$ cat src/cyclic_timer_with_start_stop_override_defines.svh
// assertion macros for the cyclic timer block
// used by the top level only, no other dependencies
`ifndef CYCLIC_TIMER_WITH_START_STOP_OVERRIDE_DEFINES_SVH
`define CYCLIC_TIMER_WITH_START_STOP_OVERRIDE_DEFINES_SVH

// same-cycle implication
`define CTSO_ASSERT_NOW(label, clk, rst_n, ante, cons, msg) \
	label: assert property (@(posedge clk) disable iff (!rst_n) (ante) |-> (cons)) \
		else $error(msg);

// next-cycle implication
`define CTSO_ASSERT_NEXT(label, clk, rst_n, ante, cons, msg) \
	label: assert property (@(posedge clk) disable iff (!rst_n) (ante) |=> (cons)) \
		else $error(msg);

`endif

$ cat src/ctso_pkg.sv
// shared types and constants for the cyclic timer block
// no dependencies
`timescale 1ns / 1ps

package ctso_pkg;

	localparam int unsigned WORD_W = 32;
	localparam int unsigned CNT_W  = $clog2(WORD_W);

	// request kinds carried in tuser
	localparam logic [2:0] REQ_TICK       = 3'd0;
	localparam logic [2:0] REQ_START_DEF  = 3'd1;
	localparam logic [2:0] REQ_STOP_DEF   = 3'd2;
	localparam logic [2:0] REQ_START_EXPL = 3'd3;
	localparam logic [2:0] REQ_STOP_EXPL  = 3'd4;

	// configuration register indexes
	localparam logic [2:0] CFG_CYCLE_OFFSET  = 3'd0;
	localparam logic [2:0] CFG_ON_DURATION   = 3'd1;
	localparam logic [2:0] CFG_OFF_DURATION  = 3'd2;
	localparam logic [2:0] CFG_TIME_SCALE    = 3'd3;
	localparam logic [2:0] CFG_START_LENGTH  = 3'd4;
	localparam logic [2:0] CFG_STOP_LENGTH   = 3'd5;
	localparam logic [2:0] CFG_PORT_ENABLED  = 3'd6;
	localparam logic [2:0] CFG_INVERT_OUTPUT = 3'd7;

	// status of the serial remainder unit
	typedef struct packed {
		logic busy;
		logic done;
	} div_status_t;

endpackage

$ cat src/ctso_divider.sv
// serial restoring remainder unit, one quotient bit per cycle
// depends on ctso_pkg
`timescale 1ns / 1ps

module ctso_divider (
	input  logic                         clk,
	input  logic                         arst_n,
	input  logic                         start,
	input  logic [ctso_pkg::WORD_W-1:0]  dividend,
	input  logic [ctso_pkg::WORD_W-1:0]  divisor,
	output logic [ctso_pkg::WORD_W-1:0]  remainder,
	output ctso_pkg::div_status_t        status
);

	logic [ctso_pkg::WORD_W-1:0] rem_q;
	logic [ctso_pkg::WORD_W-1:0] dvd_q;
	logic [ctso_pkg::WORD_W-1:0] dsr_q;
	logic [ctso_pkg::CNT_W-1:0]  cnt_q;
	logic                        busy_q;
	logic                        done_q;
	logic [ctso_pkg::WORD_W:0]   trial;
	logic [ctso_pkg::WORD_W:0]   diff;

	// a zero divisor never borrows, so the dividend passes through unchanged
	assign trial = {rem_q, dvd_q[ctso_pkg::WORD_W-1]};
	assign diff  = trial - {1'b0, dsr_q};

	always_ff @(posedge clk or negedge arst_n) begin
		if (!arst_n) begin
			busy_q <= 1'b0;
			done_q <= 1'b0;
			cnt_q  <= '0;
		end else begin
			done_q <= 1'b0;
			if (start) begin
				busy_q <= 1'b1;
				cnt_q  <= '1;
			end else if (busy_q) begin
				cnt_q <= cnt_q - 1'b1;
				if (cnt_q == '0) begin
					busy_q <= 1'b0;
					done_q <= 1'b1;
				end
			end
		end
	end

	always_ff @(posedge clk) begin
		if (start) begin
			rem_q <= '0;
			dvd_q <= dividend;
			dsr_q <= divisor;
		end else if (busy_q) begin
			dvd_q <= dvd_q << 1;
			if (!diff[ctso_pkg::WORD_W])
				rem_q <= diff[ctso_pkg::WORD_W-1:0];
			else
				rem_q <= trial[ctso_pkg::WORD_W-1:0];
		end
	end

	assign remainder   = rem_q;
	assign status.busy = busy_q;
	assign status.done = done_q;

endmodule

$ cat src/cyclic_timer_with_start_stop_override.sv
// cyclic on/off timer with one-shot start/stop override, top level
// depends on ctso_pkg, ctso_divider and the assertion macro header
//
// Each input word brings the time in seconds and a request (tick, start or
// stop). A tick evaluates the repeating on/off cycle: offset, on part and off
// part are scaled by time_scale through one shared 32x32 multiplier (three
// passes), the phase is reduced modulo the cycle length in a serial remainder
// unit that retires one bit per cycle, and an open start or stop window then
// overrides the result while port_enabled is set. A tick runs the 32 steps of
// the remainder unit; a tick with off_duration zero or negative skips the
// arithmetic. Start and stop requests take one multiply and one add; a
// repeated start or stop and an unknown request go straight to output. One
// word is processed at a time; s_axis_tready is high only while the sequencer
// is idle, which it is again from the cycle after the result is loaded. The
// result sits in an output register so the next word can be taken while the
// previous result still waits for m_axis_tready; a second result waits in the
// last sequencer step. All arithmetic is 32-bit and wraps; offset and off part
// are sign-extended, compares and remainder unsigned. The user must write
// configuration only while the block is idle; the block does not enforce it.
`timescale 1ns / 1ps
`include "cyclic_timer_with_start_stop_override_defines.svh"

module cyclic_timer_with_start_stop_override (
	input  logic        clk,
	input  logic        arst_n,
	// configuration write port
	input  logic        cfg_we,
	input  logic [2:0]  cfg_index,
	input  logic [31:0] cfg_data,
	// input stream
	input  logic        s_axis_tvalid,
	output logic        s_axis_tready,
	input  logic [47:0] s_axis_tdata,  // [31:0] now_seconds, [46:32] window_length, [47] zero
	input  logic [2:0]  s_axis_tuser,  // [2:0] req_type
	// result stream
	output logic        m_axis_tvalid,
	input  logic        m_axis_tready,
	output logic [7:0]  m_axis_tdata   // [0] relay_on, [1] start_active, [2] stop_active
);

	// sequencer codes
	localparam logic [3:0] S_IDLE     = 4'd0;
	localparam logic [3:0] S_MUL_O    = 4'd1;
	localparam logic [3:0] S_MUL_T    = 4'd2;
	localparam logic [3:0] S_MUL_F    = 4'd3;
	localparam logic [3:0] S_ADD      = 4'd4;
	localparam logic [3:0] S_DIV_GO   = 4'd5;
	localparam logic [3:0] S_DIV_WAIT = 4'd6;
	localparam logic [3:0] S_FIN      = 4'd7;
	localparam logic [3:0] S_REQ_MUL  = 4'd8;
	localparam logic [3:0] S_REQ_ADD  = 4'd9;
	localparam logic [3:0] S_OUT      = 4'd10;

	// configuration registers
	logic [15:0] cycle_offset_q;
	logic [14:0] on_duration_q;
	logic [15:0] off_duration_q;
	logic [31:0] time_scale_q;
	logic [14:0] start_length_q;
	logic [14:0] stop_length_q;
	logic        port_enabled_q;
	logic        invert_output_q;

	// timer state
	logic [31:0] deadline_q;
	logic        start_flag_q;
	logic        stop_flag_q;
	logic        relay_q;

	// sequencer and working registers
	logic [3:0]  state_q;
	logic        is_start_q;    // request is a start (else a stop)
	logic [31:0] now_q;
	logic [14:0] units_q;
	logic [31:0] o_q;           // scaled offset, later the dividend
	logic [31:0] t_q;           // scaled on part
	logic [31:0] f_q;           // scaled off part, later the cycle length
	logic        cyc_on_q;

	// output register
	logic        out_valid_q;
	logic [2:0]  out_data_q;
	logic        out_load;

	// shared multiplier
	logic [31:0] mul_a;
	logic [31:0] prod;

	// remainder unit
	logic                  div_start;
	logic [31:0]           div_rem;
	ctso_pkg::div_status_t div_st;

	logic        off_nonpos;
	logic        in_fire;
	logic [2:0]  in_req;
	logic        fin_relay;
	logic        fin_clear;

	assign in_req     = s_axis_tuser;
	assign in_fire    = s_axis_tvalid && s_axis_tready;
	assign off_nonpos = off_duration_q[15] || (off_duration_q == '0);

	// result hand-over once the output register is free or draining
	assign out_load = (state_q == S_OUT) && (!out_valid_q || m_axis_tready);

	// operand select for the one multiplier
	always_comb begin
		case (state_q)
			S_MUL_O: mul_a = {{16{cycle_offset_q[15]}}, cycle_offset_q};
			S_MUL_T: mul_a = {17'd0, on_duration_q};
			S_MUL_F: mul_a = {{16{off_duration_q[15]}}, off_duration_q};
			default: mul_a = {17'd0, units_q};
		endcase
	end

	assign prod = 32'(mul_a * time_scale_q);

	assign div_start = (state_q == S_DIV_GO);

	ctso_divider u_div (
		.clk       (clk),
		.arst_n    (arst_n),
		.start     (div_start),
		.dividend  (o_q),
		.divisor   (f_q),
		.remainder (div_rem),
		.status    (div_st)
	);

	// tick close-out: cycle result, then the window override
	always_comb begin
		fin_relay = cyc_on_q ^ invert_output_q;
		fin_clear = 1'b0;
		if (port_enabled_q) begin
			if (now_q < deadline_q) begin
				if (start_flag_q)
					fin_relay = 1'b1;
				if (stop_flag_q)
					fin_relay = 1'b0;
			end else begin
				fin_clear = 1'b1;
			end
		end
	end

	// configuration
	always_ff @(posedge clk or negedge arst_n) begin
		if (!arst_n) begin
			cycle_offset_q  <= '0;
			on_duration_q   <= '0;
			off_duration_q  <= '0;
			time_scale_q    <= 32'd1;
			start_length_q  <= '0;
			stop_length_q   <= '0;
			port_enabled_q  <= 1'b1;
			invert_output_q <= 1'b0;
		end else if (cfg_we) begin
			unique case (cfg_index)
				ctso_pkg::CFG_CYCLE_OFFSET:  cycle_offset_q  <= cfg_data[15:0];
				ctso_pkg::CFG_ON_DURATION:   on_duration_q   <= cfg_data[14:0];
				ctso_pkg::CFG_OFF_DURATION:  off_duration_q  <= cfg_data[15:0];
				ctso_pkg::CFG_TIME_SCALE:    time_scale_q    <= cfg_data;
				ctso_pkg::CFG_START_LENGTH:  start_length_q  <= cfg_data[14:0];
				ctso_pkg::CFG_STOP_LENGTH:   stop_length_q   <= cfg_data[14:0];
				ctso_pkg::CFG_PORT_ENABLED:  port_enabled_q  <= cfg_data[0];
				ctso_pkg::CFG_INVERT_OUTPUT: invert_output_q <= cfg_data[0];
				default: ;
			endcase
		end
	end

	// sequencer and timer state
	always_ff @(posedge clk or negedge arst_n) begin
		if (!arst_n) begin
			state_q      <= S_IDLE;
			deadline_q   <= '0;
			start_flag_q <= 1'b0;
			stop_flag_q  <= 1'b0;
			relay_q      <= 1'b0;
		end else begin
			unique case (state_q)
				S_IDLE: begin
					if (in_fire) begin
						unique case (in_req) inside
							ctso_pkg::REQ_TICK: begin
								if (off_nonpos)
									state_q <= S_FIN;
								else
									state_q <= S_MUL_O;
							end
							ctso_pkg::REQ_START_DEF, ctso_pkg::REQ_START_EXPL: begin
								// a start while the start flag is still set is ignored
								state_q <= start_flag_q ? S_OUT : S_REQ_MUL;
							end
							ctso_pkg::REQ_STOP_DEF, ctso_pkg::REQ_STOP_EXPL: begin
								state_q <= stop_flag_q ? S_OUT : S_REQ_MUL;
							end
							default: state_q <= S_OUT;
						endcase
					end
				end
				S_MUL_O:    state_q <= S_MUL_T;
				S_MUL_T:    state_q <= S_MUL_F;
				S_MUL_F:    state_q <= S_ADD;
				S_ADD:      state_q <= S_DIV_GO;
				S_DIV_GO:   state_q <= S_DIV_WAIT;
				S_DIV_WAIT: begin
					if (div_st.done)
						state_q <= S_FIN;
				end
				S_FIN: begin
					relay_q <= fin_relay;
					if (fin_clear) begin
						start_flag_q <= 1'b0;
						stop_flag_q  <= 1'b0;
					end
					state_q <= S_OUT;
				end
				S_REQ_MUL:  state_q <= S_REQ_ADD;
				S_REQ_ADD: begin
					deadline_q   <= now_q + o_q;
					start_flag_q <= is_start_q;
					stop_flag_q  <= !is_start_q;
					relay_q      <= is_start_q;
					state_q      <= S_OUT;
				end
				S_OUT: begin
					if (out_load)
						state_q <= S_IDLE;
				end
				default: state_q <= S_IDLE;
			endcase
		end
	end

	// output register valid: a new result wins over draining the old one
	always_ff @(posedge clk or negedge arst_n) begin
		if (!arst_n) begin
			out_valid_q <= 1'b0;
		end else if (out_load) begin
			out_valid_q <= 1'b1;
		end else if (m_axis_tready) begin
			out_valid_q <= 1'b0;
		end
	end

	// working registers, no reset needed
	always_ff @(posedge clk) begin
		if (in_fire) begin
			now_q      <= s_axis_tdata[31:0];
			is_start_q <= (in_req == ctso_pkg::REQ_START_DEF) ||
			              (in_req == ctso_pkg::REQ_START_EXPL);
			case (in_req)
				ctso_pkg::REQ_START_DEF: units_q <= start_length_q;
				ctso_pkg::REQ_STOP_DEF:  units_q <= stop_length_q;
				default:                 units_q <= s_axis_tdata[46:32];
			endcase
			// forced-off cycle: result off before inversion
			cyc_on_q <= 1'b0;
		end
		case (state_q) inside
			S_MUL_O, S_REQ_MUL: o_q <= prod;
			S_MUL_T:            t_q <= prod;
			S_MUL_F:            f_q <= prod;
			S_ADD: begin
				o_q <= now_q + o_q;
				f_q <= t_q + f_q;
			end
			S_DIV_WAIT: begin
				if (div_st.done)
					cyc_on_q <= (div_rem < t_q);
			end
			S_OUT: begin
				if (out_load)
					out_data_q <= {stop_flag_q, start_flag_q, relay_q};
			end
			default: ;
		endcase
	end

	assign s_axis_tready = (state_q == S_IDLE);
	assign m_axis_tvalid = out_valid_q;
	assign m_axis_tdata  = {5'd0, out_data_q};

	// checks on the sequencer and timer state
	`CTSO_ASSERT_NOW(a_idle_div_quiet, clk, arst_n, s_axis_tready, !div_st.busy, "divider busy")
	`CTSO_ASSERT_NOW(a_flags_exclusive, clk, arst_n, start_flag_q, !stop_flag_q, "both open")
	`CTSO_ASSERT_NEXT(a_accept_busy, clk, arst_n, in_fire, !s_axis_tready, "ready after accept")
	`CTSO_ASSERT_NOW(a_done_in_wait, clk, arst_n, div_st.done, state_q == S_DIV_WAIT, "stray done")

endmodule
$ cat config.mk
export PLATFORM = sky130hd
export DESIGN_NAME = cyclic_timer_with_start_stop_override
export DESIGN_NICKNAME = d
export VERILOG_FILES = /design/src/ctso_pkg.sv /design/src/ctso_divider.sv /design/src/cyclic_timer_with_start_stop_override.sv
export VERILOG_INCLUDE_DIRS = /design/src /design/src/src
export SDC_FILE = /design/constraint.sdc
export NUM_CORES = 2
export LEC_CHECK = 0
export ABC_AREA = 1
export BUFFER_PORTS_ARGS = -buffer_cell sky130_fd_sc_hd__buf_4
export CAP_MARGIN = 0
export CORE_MARGIN = 5
export CORE_UTILIZATION = 65
export CTS_BUF_LIST = sky130_fd_sc_hd__clkbuf_8
export DETAILED_ROUTE_END_ITERATION = 7
export PLACE_DENSITY = 0.93
export SETUP_SLACK_MARGIN = 0.4
export SYNTH_ARGS = -nofsm -noshare
export SYNTH_HDL_FRONTEND = slang
export SYNTH_HIERARCHICAL = 1
export SYNTH_SLANG_ARGS = --single-unit
$ cat constraint.sdc
create_clock -name clk -period 10.48 [get_ports clk]
set_clock_uncertainty 0.2 [all_clocks]
set_input_delay 1.572 -clock clk [delete_from_list [all_inputs] [get_ports clk]]
set_output_delay 1.572 -clock clk [all_outputs]
set_load 0.05 [all_outputs]
# --- After elaboration in Yosys (flattened, before gate mapping) ---
# Cells that the tools add are included.
# Widths: inputs -> output; s select.
totals:
  output_inout_bits: 10
  wordCells: 149
  input_bits: 91
  register_bits: 402
op_classes:
  reduce_logical: 35
  multipliers: 1
  n_bitwise: 6
  magnitude_cmp: 2
  n_mux: 46
  addsub: 4
  eq_ne: 27
op_table:
  columns: ["op", "n"]
  rows:
  - ["$mux 32", 9]
  - ["$pmux 32 s3", 1]
  - ["$add 32x32->32", 2]
  - ["$lt 32x32->1", 2]
  - ["$pmux 4 s10", 1]
  - ["$sub 33x32->33", 1]
  - ["$mul 32x32->32", 1]
  - ["$pmux 15 s2", 1]
  - ["$mux 1", 22]
  - ["$reduce_and 2->1", 10]
  - ["$eq 4x3->1 const B", 4]
  - ["$logic_not 16->1", 1]
  - ["$eq 3x3->1 const B", 5]
  - ["$eq 3x2->1 const B", 4]
  - ["$eq 4x4->1 const B", 3]
  - ["$mux 4", 3]
  - ["$pmux 4 s3", 1]
  - ["$mux 5", 2]
  - ["$reduce_bool 2->1", 5]
  - ["$reduce_and 3->1", 3]
  - ["$eq 4x2->1 const B", 2]
  - ["$ne 2x1->1 const B", 4]
  - ["$reduce_or 2->1", 4]
  - ["$reduce_and 7->1", 1]
  - ["other kinds (15)", 29]

# --- Depth between registers and ports, before layout ---
depth:
  ltp_word: 9
  depth_mapped: 44
  depth_no_buf: 42

# --- Cells and area by module ---
# The synthesis kept the hierarchy.
by_module_without_submodules:
  columns: ["mod", "seq_area_each_um2", "area_each_um2", "instances", "cells_each"]
  rows:
  - ["cyclic_timer_with_start_stop_override", 8215.4, 29864.9, 1, 3475]
  - ["ctso_divider", 2737.6, 7010.5, 1, 1038]

# --- Worst setup path before layout ---
# No wires, ideal clock.
synth_timing:
  kind: "reg-to-reg"
  startpoint: "reg state_q[3]"
  endpoint: "reg t_q[31] (data pin)"
  arrival_time_ns: 7.306
  period_less_slack_ns: 7.761
  path_buffers: 1
  path_slack_ns: 2.719
  t_required_ns: 10.025
  stages_incl_launch_ff: 30
  setup_ns: 0.255
  path_cell_list: "dfrtp_1 -> nor2_2 -> buf_4 -> nand3_1 -> nand2_1 -> inv_1 -> nor2_1 -> inv_1 -> fa_1 -> fa_1 -> inv_1 -> fa_1 -> inv_1 -> fa_1 -> inv_1 -> fa_1 -> inv_1 -> fa_1 -> fa_1 -> fa_1 -> inv_1 -> ha_1 -> nand2_1 -> nor4_1 -> nand4_1 -> nand3_1 -> a31oi_1 -> inv_1 -> nand3_1 -> and2_1"
synth_between:
  elab_chain_cells: 3
  word_cells_on_any_way: 5
  cone_classes: "mul (1); eq/ne (3); mux (1)"
synth_rtl:
  columns: ["element", "line", "rtl"]
  rows:
  - ["start, declared", "cyclic_timer_with_start_stop_override.sv:71", "logic [3:0] state_q;"]
  - ["start signal, assigned", "cyclic_timer_with_start_stop_override.sv:194", "state_q <= start_flag_q ? S_OUT : S_REQ_MUL;"]
  - ["start signal, assigned", "cyclic_timer_with_start_stop_override.sv:197", "state_q <= stop_flag_q ? S_OUT : S_REQ_MUL;"]
  - ["$eq 4x2->1 / $eq 4x1->1 (equally long branches)", "cyclic_timer_with_start_stop_override.sv:109", "case (state_q)"]
  - ["$pmux 32 s3 (*)", "cyclic_timer_with_start_stop_override.sv:109", null]
  - ["$mul 32x32->32 (*)", "cyclic_timer_with_start_stop_override.sv:117", "assign prod = 32'(mul_a * time_scale_q);"]
  - ["net prod[31]", "cyclic_timer_with_start_stop_override.sv:87", "logic [31:0] prod;"]
  - ["end signal, assigned", "cyclic_timer_with_start_stop_override.sv:264", "S_MUL_T: t_q <= prod;"]
  - ["end, declared", "cyclic_timer_with_start_stop_override.sv:76", "logic [31:0] t_q;"]
# Mark *: on every way through the listed nets, which the timed path passes. The rest lies on a longest branch.
# A chain may end at the register's enable or synchronous reset.

# --- Worst setup path in the final report ---
layout_timing:
  startpoint: "reg state_q[2]"
  endpoint: "reg f_q[29] (data pin)"
layout_between:
  elab_chain_cells: 4
  word_cells_on_any_way: 6
  cone_classes: "mul (1); eq/ne (3); mux (2)"
layout_rtl:
  columns: ["element", "line", "rtl"]
  rows:
  - ["$eq 4x2->1 / $eq 4x1->1 (equally long branches)", "cyclic_timer_with_start_stop_override.sv:109", null]
  - ["$pmux 32 s3", "cyclic_timer_with_start_stop_override.sv:109", null]
  - ["$mul 32x32->32", "cyclic_timer_with_start_stop_override.sv:117", null]
  - ["$mux 32 (*)", "cyclic_timer_with_start_stop_override.sv:262", "case (state_q) inside"]
  - ["end signal, assigned", "cyclic_timer_with_start_stop_override.sv:265", "S_MUL_F: f_q <= prod;"]
  - ["end signal, assigned", "cyclic_timer_with_start_stop_override.sv:268", "f_q <= t_q + f_q;"]
  - ["end, declared", "cyclic_timer_with_start_stop_override.sv:77", "logic [31:0] f_q;"]
# Mark *: on every way between the ends. The rest lies on a longest branch, timed or not.

==> run summary <==
clock slew at reported path FFs -> 70 ps
area grow syn2layout -> 7.16%
placed wire-length estimate -> 77600 µm
HP Class -> flop to flop
Max stage delay on crit path -> 570 ps
Core Footprint -> 56300 µm²
worst slack, placed -> 1120 ps
Iteration-0 DRC Markers -> 3526
Final Max Slew Viols -> 0
Inserted Clock Buffers -> 67
fraction of layout cells with a size suffix above 1 -> 6.40%
Initial Utilization -> 65.5%
root buf cell -> clkbuf_8
die width -> 248 µm
RSZ-0062 raised after global routing -> no
max frequency -> 104 MHz
failing checks -> DRC
TritonRoute pass-1 iters -> 8
Cell Rows -> 87
CP arrival -> 9770 ps
I/O pin cnt -> 101
die area -> 61600 µm²
Die Y -> 248 µm
Critical Path End Type -> flop
DRC Markers -> 1
post_cts resized -> 0
H-tree depth -> 3
Worst Path Required -> 10640 ps
CTS max path bufs -> 3
Tightest Pin Transition -> 1080 ps
Yosys warnings -> 6
CTS tree -> built
first-pass GRT wire length -> 165000 µm
Worst Path Max Fanout -> 24
Synth Area per Inst -> 8.17 µm²
Clock Sinks -> 402
Fillers -> 4041
postcts setup bufs -> 0
Total GRT Usage -> 33.8%
Final Wtd Congestion -> 0.993
Startpoint Class -> flop
number of nets still failing antenna checks after routing -> 0
Worst path most repeated cell -> fa_1
routed length per instance -> 18.8 µm
Final TNS setup -> 0 ps
Synth Instances -> 4512
Slew HR -> 27.7%
final hold violation count -> 0
Final Net Count -> 5323
GRT overflow -> 0
Worst path slowest cell -> xor2_1
fin crit share -> 91.6%
DR vias -> 31600
pin count of the biggest net entering global routing -> 107
port bufs -> 94
status -> finished with violations
Vias/cell -> 5.84
critical path class -> flop to flop
clk_lat worst skew -> 700 ps
slack of the critical path -> 876 ps
initial antenna violation count -> 2
Detailed Route WL -> 102000 µm
max cap viols -> 0
post-layout min period -> 9600 ps
Post-Syn Area -> 36900 µm²
vias in the first global route -> 32800
reg2reg setup slack -> 880 ps
final setup fails -> 0
Hold Buf Count CTS -> 0
[critical path: cells and delay by family, from the launching register on]
| family | cells | cell delay [ps] |
|---|---|---|
| AO/OA/AOI/OAI | 5 | 840 |
| XOR/XNOR | 1 | 570 |
| adder cells (fa/ha/maj) | 9 | 4390 |
| buffers and inverters | 7 | 1120 |
| flip-flops | 1 | 410 |
| AND/OR/NAND/NOR | 8 | 1720 |
[sequential cells by signal (all words and copies together) (netlist names), 16 cells and up]
name / count
t_q: 32
u_div/remainder: 32
cycle_offset_q: 16
time_scale_q: 32
now_q: 32
off_duration_q: 16
f_q: 32
o_q: 32
u_div/dsr_q: 32
u_div/dvd_q: 32
deadline_q: 32
[layer usage]
metal	global-route usage [%]	routed length, µm
met3	7.21	10100
met2	55.7	47700
met5	0	0
met4	20.5	7560
met1	41.2	36400
[per-stage QoR]
step	utilization (%)	instance area, µm²	hold slack (ps)	cells
floorplan	-	36900	225	4516
global placement	68.0	38200	233	5277
detailed placement	68.0	38200	242	5277
CTS	70.2	39500	243	5398
global route	70.2	39500	243	5399
finish	70.2	39500	252	5400
[layout make-up]
type | count | area, µm² | area share [%]
repair buffers | 124 | 935 | 2.37
clock buffers | 75 | 1030 | 2.61
diodes | 2 | 5.00 | 0.0127
inverters | 891 | 3340 | 8.47
well taps | 756 | 946 | 2.39
clock inverters | 46 | 221 | 0.561
multi-input cells | 3104 | 22100 | 55.9
flip-flops and latches | 402 | 11000 | 27.7
[final timing paths]
path | start | endpoint | cells after the start
max | state_q[2]$_DFFE_PN0P_ | f_q[29]$_DFFE_PP_ | 30
min | f_q[7]$_DFFE_PP_ | u_div/dsr_q[7]$_DFFE_PP_ | 0
max reg2reg | state_q[2]$_DFFE_PN0P_ | f_q[29]$_DFFE_PP_ | 30
min reg2reg | f_q[7]$_DFFE_PP_ | u_div/dsr_q[7]$_DFFE_PP_ | 0
max in group asynchronous | arst_n | deadline_q[10]$_DFFE_PN0P_ | 2
min in group asynchronous | arst_n | time_scale_q[25]$_DFFE_PN0P_ | 1
[layout by cell type (no fill, tap or decap), types with 5 or more instances in the layout]
master / instances
nor2_1: 399
conb_1: 5
nand2_2: 16
buf_4: 123
clkinv_2: 5
nor2_2: 12
clkinv_1: 21
nor3_1: 34
inv_2: 8
ha_1: 281
edfxtp_1: 211
o21ai_2: 6
xor2_1: 43
nand2_4: 5
inv_1: 896
o21bai_1: 9
xnor2_1: 43
dfrtp_1: 156
a21o_1: 8
nand3_1: 178
o21ai_1: 5
o21ai_0: 227
dfxtp_1: 33
o221ai_1: 18
nand4_1: 39
a221oi_1: 8
a21oi_1: 175
and2_1: 6
o21a_1: 12
or2_1: 6
nor4_1: 6
clkbuf_8: 75
nor2_4: 5
fa_1: 361
or2_2: 21
a31oi_1: 15
o31ai_1: 5
nand3b_1: 11
nand2_1: 1115
Power is not shown: default switching activity piles up to over one toggle a cycle in this logic, so the estimate is an artifact.
